[src/rtl/jet_pkg.sv]
package jet_pkg;

	localparam int WORD_W        = 32;
	localparam int COEF_W        = 31;
	localparam int CAP_W         = 10;
	localparam int RESULT_W      = 10;
	localparam int PROD_W        = 64;
	localparam int ADDR_W        = 2;
	localparam int FRAC_BITS_DEF = 28;
	localparam int COUNT_BITS_DEF = 10;
	localparam int QUEUE_DEPTH   = 2;

	localparam logic signed [COEF_W-1:0] JULIA_REAL_RST = -31'sd174613680;
	localparam logic signed [COEF_W-1:0] JULIA_IMAG_RST = -31'sd128372540;
	localparam logic [CAP_W-1:0]         MAX_ITER_RST   = 10'd255;
	localparam logic                     POWER_MODE_RST = 1'b0;

	typedef enum logic [ADDR_W-1:0] {
		REG_JULIA_REAL = 2'd0,
		REG_JULIA_IMAG = 2'd1,
		REG_MAX_ITER   = 2'd2,
		REG_POWER_MODE = 2'd3
	} reg_index_t;

	typedef enum logic {
		CLS_ITERATE = 1'b0,
		CLS_EXIT    = 1'b1
	} item_class_t;

	typedef struct packed {
		logic signed [WORD_W-1:0] x;
		logic signed [WORD_W-1:0] y;
		item_class_t              cls;
	} item_t;

	typedef struct packed {
		logic signed [COEF_W-1:0] c_real;
		logic signed [COEF_W-1:0] c_imag;
		logic [CAP_W-1:0]         max_iter;
		logic                     quartic;
	} cfg_t;

	function automatic logic signed [WORD_W-1:0] sat_word(input logic signed [PROD_W:0] v);
		logic signed [PROD_W:0] hi;
		logic signed [PROD_W:0] lo;
		hi = (PROD_W+1)'({1'b0, {(WORD_W-1){1'b1}}});
		lo = -hi - (PROD_W+1)'(1);
		if (v > hi) begin
			return {1'b0, {(WORD_W-1){1'b1}}};
		end else if (v < lo) begin
			return {1'b1, {(WORD_W-1){1'b0}}};
		end
		return v[WORD_W-1:0];
	endfunction

endpackage

[src/rtl/jet_queue.sv]
module jet_queue import jet_pkg::*; #(
	parameter int DEPTH = QUEUE_DEPTH
) (
	input  logic  clk,
	input  logic  arst_n,
	input  logic  wr_en,
	input  item_t wr_item,
	output logic  full,
	input  logic  rd_en,
	output item_t rd_item,
	output logic  empty
);

	localparam int PTR_W = (DEPTH > 1) ? $clog2(DEPTH) : 1;
	localparam int CNT_W = $clog2(DEPTH + 1);

	item_t            mem_q [DEPTH];
	logic [PTR_W-1:0] wr_ptr_q;
	logic [PTR_W-1:0] rd_ptr_q;
	logic [CNT_W-1:0] cnt_q;
	logic             do_wr;
	logic             do_rd;

	assign full    = (cnt_q == CNT_W'(DEPTH));
	assign empty   = (cnt_q == '0);
	assign do_wr   = wr_en && !full;
	assign do_rd   = rd_en && !empty;
	assign rd_item = mem_q[rd_ptr_q];

	always_ff @(posedge clk or negedge arst_n) begin
		if (!arst_n) begin
			wr_ptr_q <= '0;
			rd_ptr_q <= '0;
			cnt_q    <= '0;
		end else begin
			if (do_wr) begin
				wr_ptr_q <= (wr_ptr_q == PTR_W'(DEPTH - 1)) ? '0 : wr_ptr_q + PTR_W'(1);
			end
			if (do_rd) begin
				rd_ptr_q <= (rd_ptr_q == PTR_W'(DEPTH - 1)) ? '0 : rd_ptr_q + PTR_W'(1);
			end
			if (do_wr && !do_rd) begin
				cnt_q <= cnt_q + CNT_W'(1);
			end else if (do_rd && !do_wr) begin
				cnt_q <= cnt_q - CNT_W'(1);
			end
		end
	end

	always_ff @(posedge clk) begin
		if (do_wr) begin
			mem_q[wr_ptr_q] <= wr_item;
		end
	end

endmodule

[config.mk]
export PLATFORM = sky130hd
export DESIGN_NAME = jet_queue
export DESIGN_NICKNAME = d
export VERILOG_FILES = /design/src/rtl/jet_pkg.sv /design/src/rtl/jet_queue.sv
export SDC_FILE = /design/constraint.sdc
export NUM_CORES = 1
export LEC_CHECK = 0
export ABC_AREA = 0
export BUFFER_PORTS_ARGS = -buffer_cell sky130_fd_sc_hd__buf_2
export CORE_ASPECT_RATIO = 2
export CORE_MARGIN = 2
export CORE_UTILIZATION = 50
export DETAILED_ROUTE_END_ITERATION = 6
export PLACE_DENSITY = 0.87
export SYNTH_ARGS = -nofsm -noshare
export SYNTH_HDL_FRONTEND = slang
export SYNTH_SLANG_ARGS = --single-unit
[constraint.sdc]
create_clock -name clk -period 8.4 [get_ports clk]
set_clock_uncertainty 0.05 [all_clocks]
set_input_delay 1.68 -clock clk [delete_from_list [all_inputs] [get_ports clk]]
set_output_delay 1.68 -clock clk [all_outputs]
set_load 0.01 [all_outputs]
==> flow_summary.toml <==
[global_routing]
grtUsageTotal = 0.179
grt_max_degree = 67
first_global_vias = 2832
antenna_found_initial = 3
grt_pass1_wl_um = 13800
grt_overflow = 0

[clocking]
ctsHoldBuffers = 0
cts_buffers = 17
insertion_delay_ns = 0.40
post_cts_buffers = 0
htree_levels = 4
cts_sinks = 134
clkTransAtPathRegs_ns = 0.05
clockBufferDepth = 2
clockRootBuffer = "clkbuf_16"
cts_resized = 0
cts_tree = "built"

[routing]
drtIter0Drc = 119
drc = 0
vias_per_cell = 4.90
dr.pass1.iters = 4
totalWireLength_um = 9220
ant_nets = 0
wl_per_cell_um = 17.9
num_vias = 2528

[synthesis]
yosysTopAreaCell = "edfxtp_1"
yosys-top-cells-area = "edfxtp_1, mux2_4, mux2_2"
synth.cell_area_um2 = 5050
synth_compound_area_frac = 0.000991
synthAdderAreaFrac = 0.00248
synthMuxAreaShare = 0.175
syn-num-nets = 291
syn_area_per_cell_um2 = 22.8
synth-seq-area-share = 0.793
synth_cells = 221
synth_cell_types = 15
synth-seq-cells = 134
synthXorXnorAreaFrac = 0.00867
synth_top_family_by_area = "multiplexers"
yosysWarningCount = 0
synth_top_area_frac = 0.773
synthSimpleGateAreaFrac = 0.00545

[worst_setup_path]
start_kind = "flop"
crit_chain = "mux2_2 > buf_2"
crit_arrival_ns = 2.15
worstPathRequired_ns = 6.67
r2r_start = "cnt_q[0]"
crit_path_max_fanout = 66
r2r_slack_ns = 5.93
cp-end-kind = "output port"
r2r-end = "mem_q[0][26]"
critPathSlowestCell = "dfrtp_4"
crit_type = "flop to output port"
rr_worst_depth = 4
cp_top_family = "flip-flops"
worst-path-buf-inv = 1
cpPeakStageDelay_ns = 1.14

[worst_hold_path]
hold_class = "flop to flop"
min_to = "cnt_q[1]"
hold_start = "cnt_q[1]"
hold_depth = 1

[floorplan]
die_x_um = 75.1
core-area_um2 = 9760
initial_utilization = 0.517
num_io_pins = 136
std_cell_rows = 51
die_area_um2 = 11000
die_h_um = 146

[timing]
max_freq_mhz = 258
slew_headroom = 0.279
fin_ws_ns = 4.52
period_needed_ns = 3.88
slew_viol_final = 0
hold_viol = 0
finalSetupTns_ns = 0
rsz0062_at_grt = "false"
whs_ns = 0.480
timing.final.crit_share = 0.461
worst_pin_slew_ns = 1.08
setup_viol = 0

[placement]
gp_congestion = 0.710
dp_hpwl_um = 6330
place_ws_ns = 4.74
dp_cells = 483
placed_area_um2 = 5850
port-buffer-count = 135

[final_layout]
final_core_util = 0.662
syn2layout_area_growth_pct = 28.1
final_cells = 516
final_nets = 440
drive_gt1_frac = 0.614
final_common_cell = "buf_2"
stdcell_area_um2 = 6460
final_cell_mix = "buf_2, edfxtp_1, mux2_4"

[power]
leakage_nw = 2.57
irDropWorstVdd_uv = 400
power_density_nw_per_um2 = 372
power_mw = 2.40

[job]
timing.max_cap.violations = 0

[outcome]
status = "completed"
registers in the layout (all words and copies together), names as in the netlist:
signal    count
cnt_q         2
mem_q       130
wr_ptr_q      1
rd_ptr_q      1
worst max path at each step:
stage	from	endpoint	slack, ns	depth (start not counted)
2_1_floorplan	wr_en	mem_q[0][0]	3.38	2
3_3_place_gp	wr_en	mem_q[0][30]	4.83	4
3_5_place_dp	wr_en	mem_q[0][58]	4.74	4
4_1_cts	rd_ptr_q	rd_item[63]	4.48	2
5_1_grt	rd_ptr_q	rd_item[63]	4.41	2
6_report	rd_ptr_q	rd_item[63]	4.52	2
metal layers:
layer	share of wire	routed length, µm	track usage
met4	0.027	245	0.0893
met5	0.0024	22	0
met1	0.31	2810	0.152
met3	0.057	523	0.0697
met2	0.61	5610	0.333
synth_stat cells:
| master | instances |
|---|---|
| edfxtp_1 | 130 |
| inv_1 | 2 |
| o21ai_0 | 1 |
| nand2_1 | 1 |
| nor2_1 | 3 |
| xor2_1 | 2 |
| buf_6 | 5 |
| mux2_2 | 25 |
| dfrtp_1 | 4 |
| mux2_4 | 40 |
| buf_2 | 2 |
| xnor2_1 | 3 |
| nand2b_1 | 1 |
| and3_1 | 1 |
| ha_1 | 1 |
layout make-up:
| cell class | instances | area (µm²) |
|---|---|---|
| sequential | 134 | 4010 |
| tap | 132 | 165 |
| multi-input combinational | 78 | 980 |
| timing repair buffer | 137 | 691 |
| clock buffer | 18 | 429 |
| fill | 668 | 3300 |
| inverter | 2 | 7.51 |
| antenna | 1 | 2.50 |
| clock inverter | 14 | 183 |
power by group:
part           leakage (nW)  internal, mW  total, mW  switching, mW
clock network         0.290         0.493      0.750          0.257
registers              1.25         0.917       1.04          0.119
logic                  1.03         0.336      0.616          0.281
total                  2.57          1.75       2.40          0.656
logic make-up after synthesis:
group | count (synthesis)
adders and majority gates | 1
AOI/OAI and AO/OA | 1
muxes | 65
buffers and inverters | 9
xor gates and xnor gates | 5
and+or+nand+nor | 6
DFF | 134
No activity file was read; power rests on OpenSTA's default activity.
