[src/rtl/jet_pkg.sv]
package jet_pkg;

	localparam int WORD_W        = 32;
	localparam int COEF_W        = 31;
	localparam int CAP_W         = 10;
	localparam int RESULT_W      = 10;
	localparam int PROD_W        = 64;
	localparam int ADDR_W        = 2;
	localparam int FRAC_BITS_DEF = 28;
	localparam int COUNT_BITS_DEF = 10;
	localparam int QUEUE_DEPTH   = 2;

	localparam logic signed [COEF_W-1:0] JULIA_REAL_RST = -31'sd174613680;
	localparam logic signed [COEF_W-1:0] JULIA_IMAG_RST = -31'sd128372540;
	localparam logic [CAP_W-1:0]         MAX_ITER_RST   = 10'd255;
	localparam logic                     POWER_MODE_RST = 1'b0;

	typedef enum logic [ADDR_W-1:0] {
		REG_JULIA_REAL = 2'd0,
		REG_JULIA_IMAG = 2'd1,
		REG_MAX_ITER   = 2'd2,
		REG_POWER_MODE = 2'd3
	} reg_index_t;

	typedef enum logic {
		CLS_ITERATE = 1'b0,
		CLS_EXIT    = 1'b1
	} item_class_t;

	typedef struct packed {
		logic signed [WORD_W-1:0] x;
		logic signed [WORD_W-1:0] y;
		item_class_t              cls;
	} item_t;

	typedef struct packed {
		logic signed [COEF_W-1:0] c_real;
		logic signed [COEF_W-1:0] c_imag;
		logic [CAP_W-1:0]         max_iter;
		logic                     quartic;
	} cfg_t;

	function automatic logic signed [WORD_W-1:0] sat_word(input logic signed [PROD_W:0] v);
		logic signed [PROD_W:0] hi;
		logic signed [PROD_W:0] lo;
		hi = (PROD_W+1)'({1'b0, {(WORD_W-1){1'b1}}});
		lo = -hi - (PROD_W+1)'(1);
		if (v > hi) begin
			return {1'b0, {(WORD_W-1){1'b1}}};
		end else if (v < lo) begin
			return {1'b1, {(WORD_W-1){1'b0}}};
		end
		return v[WORD_W-1:0];
	endfunction

endpackage

[src/rtl/jet_front.sv]
module jet_front import jet_pkg::*; #(
	parameter int FRAC_BITS  = FRAC_BITS_DEF,
	parameter int COUNT_BITS = COUNT_BITS_DEF
) (
	input  logic                     clk,
	input  logic                     arst_n,
	input  logic                     push,
	output logic                     full,
	input  logic signed [WORD_W-1:0] point_real,
	input  logic signed [WORD_W-1:0] point_imag,
	input  logic [CAP_W-1:0]         max_iter,
	output logic                     q_push,
	output item_t                    q_item,
	input  logic                     q_full
);

	localparam logic signed [PROD_W-1:0] RADIUS = PROD_W'(64'sd1 <<< (FRAC_BITS + 1));

	logic                     valid_s1;
	item_t                    item_s1;
	logic                     accept;
	logic                     outside;
	logic [COUNT_BITS-1:0]    cap_w;
	logic signed [PROD_W-1:0] x_w;
	logic signed [PROD_W-1:0] y_w;

	assign cap_w  = COUNT_BITS'(max_iter);
	assign x_w    = PROD_W'(point_real);
	assign y_w    = PROD_W'(point_imag);
	assign outside = (x_w > RADIUS) || (x_w < -RADIUS) || (y_w > RADIUS) || (y_w < -RADIUS);

	assign full   = valid_s1 && q_full;
	assign accept = push && !full;
	assign q_push = valid_s1;
	assign q_item = item_s1;

	always_ff @(posedge clk or negedge arst_n) begin
		if (!arst_n) begin
			valid_s1 <= 1'b0;
		end else if (accept) begin
			valid_s1 <= 1'b1;
		end else if (!q_full) begin
			valid_s1 <= 1'b0;
		end
	end

	always_ff @(posedge clk) begin
		if (accept) begin
			item_s1.x   <= point_real;
			item_s1.y   <= point_imag;
			item_s1.cls <= (outside || cap_w == '0) ? CLS_EXIT : CLS_ITERATE;
		end
	end

endmodule

[config.mk]
export PLATFORM = sky130hd
export DESIGN_NAME = jet_front
export DESIGN_NICKNAME = d
export VERILOG_FILES = /design/src/rtl/jet_pkg.sv /design/src/rtl/jet_front.sv
export SDC_FILE = /design/constraint.sdc
export NUM_CORES = 1
export LEC_CHECK = 0
export ABC_AREA = 1
export BUFFER_PORTS_ARGS = -buffer_cell sky130_fd_sc_hd__buf_4
export CAP_MARGIN = 0
export CELL_PAD_IN_SITES_DETAIL_PLACEMENT = 2
export CELL_PAD_IN_SITES_GLOBAL_PLACEMENT = 2
export CORE_MARGIN = 10
export CORE_UTILIZATION = 27
export DETAILED_ROUTE_END_ITERATION = 16
export PLACE_DENSITY_LB_ADDON = 0.15
export SLEW_MARGIN = 20
export SYNTH_ARGS = -nofsm -noshare
export SYNTH_HDL_FRONTEND = slang
export SYNTH_SLANG_ARGS = --single-unit
[constraint.sdc]
create_clock -name clk -period 7.1 [get_ports clk]
set_input_delay 0 -clock clk [delete_from_list [all_inputs] [get_ports clk]]
set_output_delay 0 -clock clk [all_outputs]
set_load 0.005 [all_outputs]
==> impl_results.md, run 1 <==
* Status: completed
* Post-CTS Setup Inserts at 0
* Sequential share of the synthesized area at 0.816
* Most frequent cells in the layout: buf_4 (145), dlygate4sd3_1 (68), edfxtp_1 (65), nor2_1 (35), inv_1 (34)
* FP Rows at 34
* Residual DRC at 0
* Fmax at 480 MHz
* CTS H-tree lvls at 3
* CP Class: flip-flop to flip-flop
* Post-synth top area share at 0.805
* Cell variety after synth at 11
* Worst Skew at 0.00766 ns
* Hold violation total from the final report at 0
* Total CTS buffers at 9
* CP required at 7.07 ns
* Crit. End Element: flip-flop
* Min-Delay Path Class: input port to flip-flop
* CTS Root Cell: clkbuf_8
* Register bit total from synthesis at 66
* Rel. slew slack at 0.506
* Placed insts at about 430
* Tot Pwr at slightly above 0.9 mW
* CTS tree: done
* Clk buf depth at 2
* GRT Util Overall at 0.147
* DP HPWL at 6790 um
* Final period util at 0.293
* Setup TNS Final at 0 ns
* DRT Pass-1 Iters at 4
* Slew Limit Fails at 0
* Initial Util at 0.278
* Cells after Synth at approximately 180
* Unrepaired setup endpoints after global routing: false
* Top cells by area, synth: edfxtp_1 (81%), nor2_1 (5.6%), inv_1 (5.3%)
* Die width at 115 um
* Leading cell type in the layout, fill and taps excluded: buf_4
* First-pass GRT wire length at 14,900 um
* Initial DRC count at 62
* Final Instance Count excl. Fillers at 516
* Synth area leader: edfxtp_1
* Max-Cap Viols at 0
* Fin crit period at 2.08 ns
* Endpoints failing setup at 0
* Clk sink count at 66
* Post-detailed-route wirelength per cell at 18.7 um
* Die area at 0.0132 mm^2
* Largest net degree at the start of global routing at between 40 and 50
* Leakage power at 2.03 nW
* Clk Latency, worst-skew pair at 0.34 ns
* DRT Wirelength at approximately 9600 um
* Post-Syn Nets at 257
* Cell Area, Synth at 0.00242 mm^2
* DIE HEIGHT at 115 um
* Mean Syn Cell Area at 13.5 um^2
* Worst Max-Slew Pin Slew at around 0.74 ns
* Peak supply drop at 95.3 uV
* Setup crit start kind: flip-flop
* GP Congestion at about 0.73
* Vias/cell at 4.24
* Syn. warnings at 0
* Vias post-DR at 2,187
* CP max FO at 40
* Ant diodes at 0
* Initial antenna violation count at 0
* Clk slew on worst S/H paths at 0.08 ns
* P per Cell Area at between 200 and 250 mW/mm^2
* Port Buffer Count at 144
* Area grow syn2layout at 87.5%
* Final-stage net count at 481
* Core area at 0.00872 mm^2
* Crit path DAT at 2.06 ns
* Vias in the first global route at 2,606
* Post_cts resized at 0
* Ports at 145
* Final ANT Viol Nets at 0
* Global route total overflow at 0
* Hold_ws at 0.190 ns
* Fraction of layout cells with a size suffix above 1 at 0.395
-- final cells by class --
cell class,instances,area (um^2)
well taps,108,135
inverters,35,131
fillers,855,4180
clock buffers,10,128
multi-input cells,78,323
repair buffers,213,1770
flip-flops and latches,66,1980
clock inverters,6,81.3
-- state kept, by name, indices dropped and copies added, names as in the netlist --
name and cells:
q_item 65, q_push 1
-- final timing paths --
path / from / end / slack [ns] / depth (start not counted)
worst max-delay path: q_push$_DFFE_PN0P_ / q_item[7]$_DFFE_PP_ / 5.02 / 4
worst min-delay path: max_iter[8] / q_item[0]$_DFFE_PP_ / 0.19 / 6
worst max register to register: q_push$_DFFE_PN0P_ / q_item[7]$_DFFE_PP_ / 5.02 / 4
worst min register to register: q_push$_DFFE_PN0P_ / q_item[56]$_DFFE_PP_ / 0.89 / 3
max in group asynchronous: arst_n / q_push$_DFFE_PN0P_ / 6.49 / 3
min in group asynchronous: arst_n / q_push$_DFFE_PN0P_ / 0.50 / 3
-- through the flow --
step,util,setup slack [ns],cell area [um^2]
global route,0.521,4.84,4540
global placement,0.419,5.05,3650
detailed placement,0.419,5.00,3650
floorplan,-,3.37,2420
finish,0.521,5.02,4540
CTS,0.521,4.97,4540
-- logic make-up (layout without fill, tap and decap cells) --
group | count (synthesis) | after routing | synth area share
AOI/OAI and AO/OA | 4 | 4 | 0.00826
buffers and inverters | 35 | 264 | 0.0542
DFF | 66 | 66 | 0.816
and+or+nand+nor | 74 | 74 | 0.122
-- routing by layer --
layer / up-vias / track usage / wire length, um
met5: - / 0 / 0
met4: 0 / 0.0421 / 88
met3: 7 / 0.0557 / 798
met2: 88 / 0.274 / 5260
met1: 1060 / 0.150 / 3490
li1: 1032 / - / -
-- where the power goes --
group          switching, mW  leakage (nW)  internal [mW]  total [mW]
Combinational         0.0524          1.30         0.0806       0.133
Clock                  0.147         0.104          0.196       0.343
Sequential           0.00616         0.629          0.454       0.460
Total                  0.206          2.03          0.730       0.936
-- synthesized netlist by cell type, drive strengths merged --
master,instances
edfxtp,65
nor2,36
inv,35
nand2,30
and2,4
a21oi,2
nand3,2
nand4,2
o21ai,2
dfrtp,1
-- timing repair --
action / CTS / global route
hold buffers: 68 / 0
setup endpoints to repair: 0 / 0
endpoints found under the hold margin: 66 / 0
-- critical path: stages (launching register included) --
cell     delay, ns
dfrtp_1       0.39
nand2_1       0.08
inv_1         0.08
nor2_4        0.57
buf_4         0.57
Power figures use the tool's default switching activity.
==> run 2, diff against run 1 <==
--- a/config.mk
+++ b/config.mk
@@ -11,7 +11,7 @@
 export CELL_PAD_IN_SITES_DETAIL_PLACEMENT = 2
 export CELL_PAD_IN_SITES_GLOBAL_PLACEMENT = 2
 export CORE_MARGIN = 10
-export CORE_UTILIZATION = 27
+export CORE_UTILIZATION = 25
 export DETAILED_ROUTE_END_ITERATION = 16
 export PLACE_DENSITY_LB_ADDON = 0.15
 export SLEW_MARGIN = 20
==> constraint.sdc (replaced) <==
create_clock -name clk -period 2.02 [get_ports clk]
set_input_delay 0 -clock clk [delete_from_list [all_inputs] [get_ports clk]]
set_output_delay 0 -clock clk [all_outputs]
set_load 0.005 [all_outputs]
==> impl_results.md, run 2 (synthesis gave the netlist of run 1 again) <==
* Status: completed
* Core area at between 0.009 and 0.01 mm^2
* Post_cts resized at 0
* Worst reg2reg path depth at 4
* Crit path DAT at approximately 1.4 ns
* CTS tree: done
* DIE HEIGHT at 118 um
* Worst Skew at 0.0122 ns
* Crit. End Element: flip-flop
* Cts hold-fix bufs at 68
* Total CTS buffers at 9
* Leading cell type in the layout, fill and taps excluded: buf_4
* Clk sink count at 66
* GRT Util Overall at 0.135
* Global route total overflow at 0
* Post-CTS Setup Inserts at 0
* Final period util at 0.682
* Die area at 0.0140 mm^2
* Largest net degree at the start of global routing at 66
* CP required at 2.01 ns
* FP Rows at 35
* Max-Cap Viols at 0
* Fillers at 934
* Setup TNS Final at 0 ns
* Final ANT Viol Nets at 0
* Hold violation total from the final report at 0
* Slew Limit Fails at 0
* Peak supply drop at 301 uV
* Worst Hold Path EP: q_item[0]$_DFFE_PP_
* Initial Util at 0.260
* CTS Root Cell: clkbuf_8
* Clk buf depth at 2
* Initial antenna violation count at 1
* First-pass GRT wire length at roughly 15,000 um
* GP Congestion at 0.717
* Rel. slew slack at 0.761
* Vias/cell at around 4.0
* Reg2Reg Launch Point: q_push$_DFFE_PN0P_
* Fmax at 726 MHz
* Endpoints failing setup at 0
* Unrepaired setup endpoints after global routing: false
* Fraction of layout cells with a size suffix above 1 at 0.395
* P per Cell Area at 672 mW/mm^2
* Hold Crit Depth at 6
* Min-Delay Path Class: input port to flip-flop
* R2r endpoint: q_item[62]$_DFFE_PP_
* DRT Pass-1 Iters at 4
* Residual DRC at 0
* Max FFs per register at 65
* Fin worst setup slack at 0.643 ns
* Placed insts at 453
* Area grow syn2layout at 87.3%
* Ports at 145
* Post-detailed-route wirelength per cell at roughly 18 um
* CP max FO at 65
* CP Class: flip-flop to flip-flop
* CTS H-tree lvls at 3
* Vias post-DR at 2,152
* Reg-to-reg slack, setup at 0.64 ns
* Final Instance Count excl. Fillers at 538
* Hold_sp: max_iter[8]
* Final-stage net count at roughly 480
* Most frequent cells in the layout: buf_4 (144), dlygate4sd3_1 (68), edfxtp_1 (65), nor2_1 (35), inv_1 (34)
* Die width at 118 um
* Clk Latency, worst-skew pair at about 0.34 ns
* Clk slew on worst S/H paths at 0.08 ns
* Initial DRC count at between 70 and 80
* Port Buffer Count at 144
* Leakage power at 2.01 nW
* Dpl ws at 0.691 ns
* Worst Max-Slew Pin Slew at 0.359 ns
* Fin crit period at 1.38 ns
* Setup crit start kind: flip-flop
* Vias in the first global route at 2,572
* DRT Wirelength at 9650 um
* DP HPWL at roughly 6500 um
## run 2: cell types whose count changed in the layout (fill, tap and decap cells not counted), sizes merged
cell	delta
diode	+1
clkinv	+1
bufinv	-2
clkbuf	+1
## run 2: how the worst max path moves through the flow
stage | to | start | slack [ns]
after CTS | q_item[62]$_DFFE_PP_ | q_push$_DFFE_PN0P_ | 0.66
after global placement | q_item[6]$_DFFE_PP_ | q_push$_DFFE_PN0P_ | 0.73
after detailed placement | q_item[26]$_DFFE_PP_ | q_push$_DFFE_PN0P_ | 0.69
final | q_item[62]$_DFFE_PP_ | q_push$_DFFE_PN0P_ | 0.64
after floorplan | q_item[0]$_DFFE_PP_ | q_push$_DFFE_PN0P_ | 0.12
after global routing | q_item[13]$_DFFE_PP_ | q_push$_DFFE_PN0P_ | 0.56
## run 2: critical path: stages, from the launching register on
cell,delay (ns)
dfrtp_1,0.39
nand2_1,0.10
inv_1,0.09
nor2_4,0.10
buf_12,0.31
## run 2: power by group
group | internal [mW] | switching, mW | total [mW] | leakage (nW)
clock | 0.442 | 0.518 | 0.961 | 0.0831
sequential | 1.59 | 0.0224 | 1.62 | 0.629
combinational | 0.287 | 0.184 | 0.471 | 1.30
## run 2: stage by stage
| step | power [mW] | hold slack [ns] | util | cell area (um^2) |
|---|---|---|---|---|
| after CTS | 3.08 | 0.182 | 0.486 | 4540 |
| after global routing | 3.19 | 0.211 | 0.487 | 4540 |
| after detailed placement | 2.01 | -0.220 | 0.396 | 3690 |
| after floorplan | 1.72 | -0.296 | - | 2430 |
| final | 3.05 | 0.184 | 0.487 | 4540 |
| after global placement | 1.99 | -0.223 | 0.396 | 3690 |
## run 2: layout make-up
cell class              count  area (um^2)  share of cell area
multi-input cells          78          323              0.0711
flip-flops and latches     66         1980               0.436
clock inverters             5         31.3             0.00689
diodes                      1         2.50            0.000551
well taps                 129          161              0.0356
repair buffers            213         1780               0.393
clock buffers              11          131              0.0289
inverters                  35          131              0.0289
## run 2: routing by layer
metal,track usage,wire length (um),up-vias
met1,0.142,3770,1029
li1,-,-,1033
met5,0,0,-
met3,0.0524,646,5
met2,0.248,5160,85
met4,0.0336,76,0
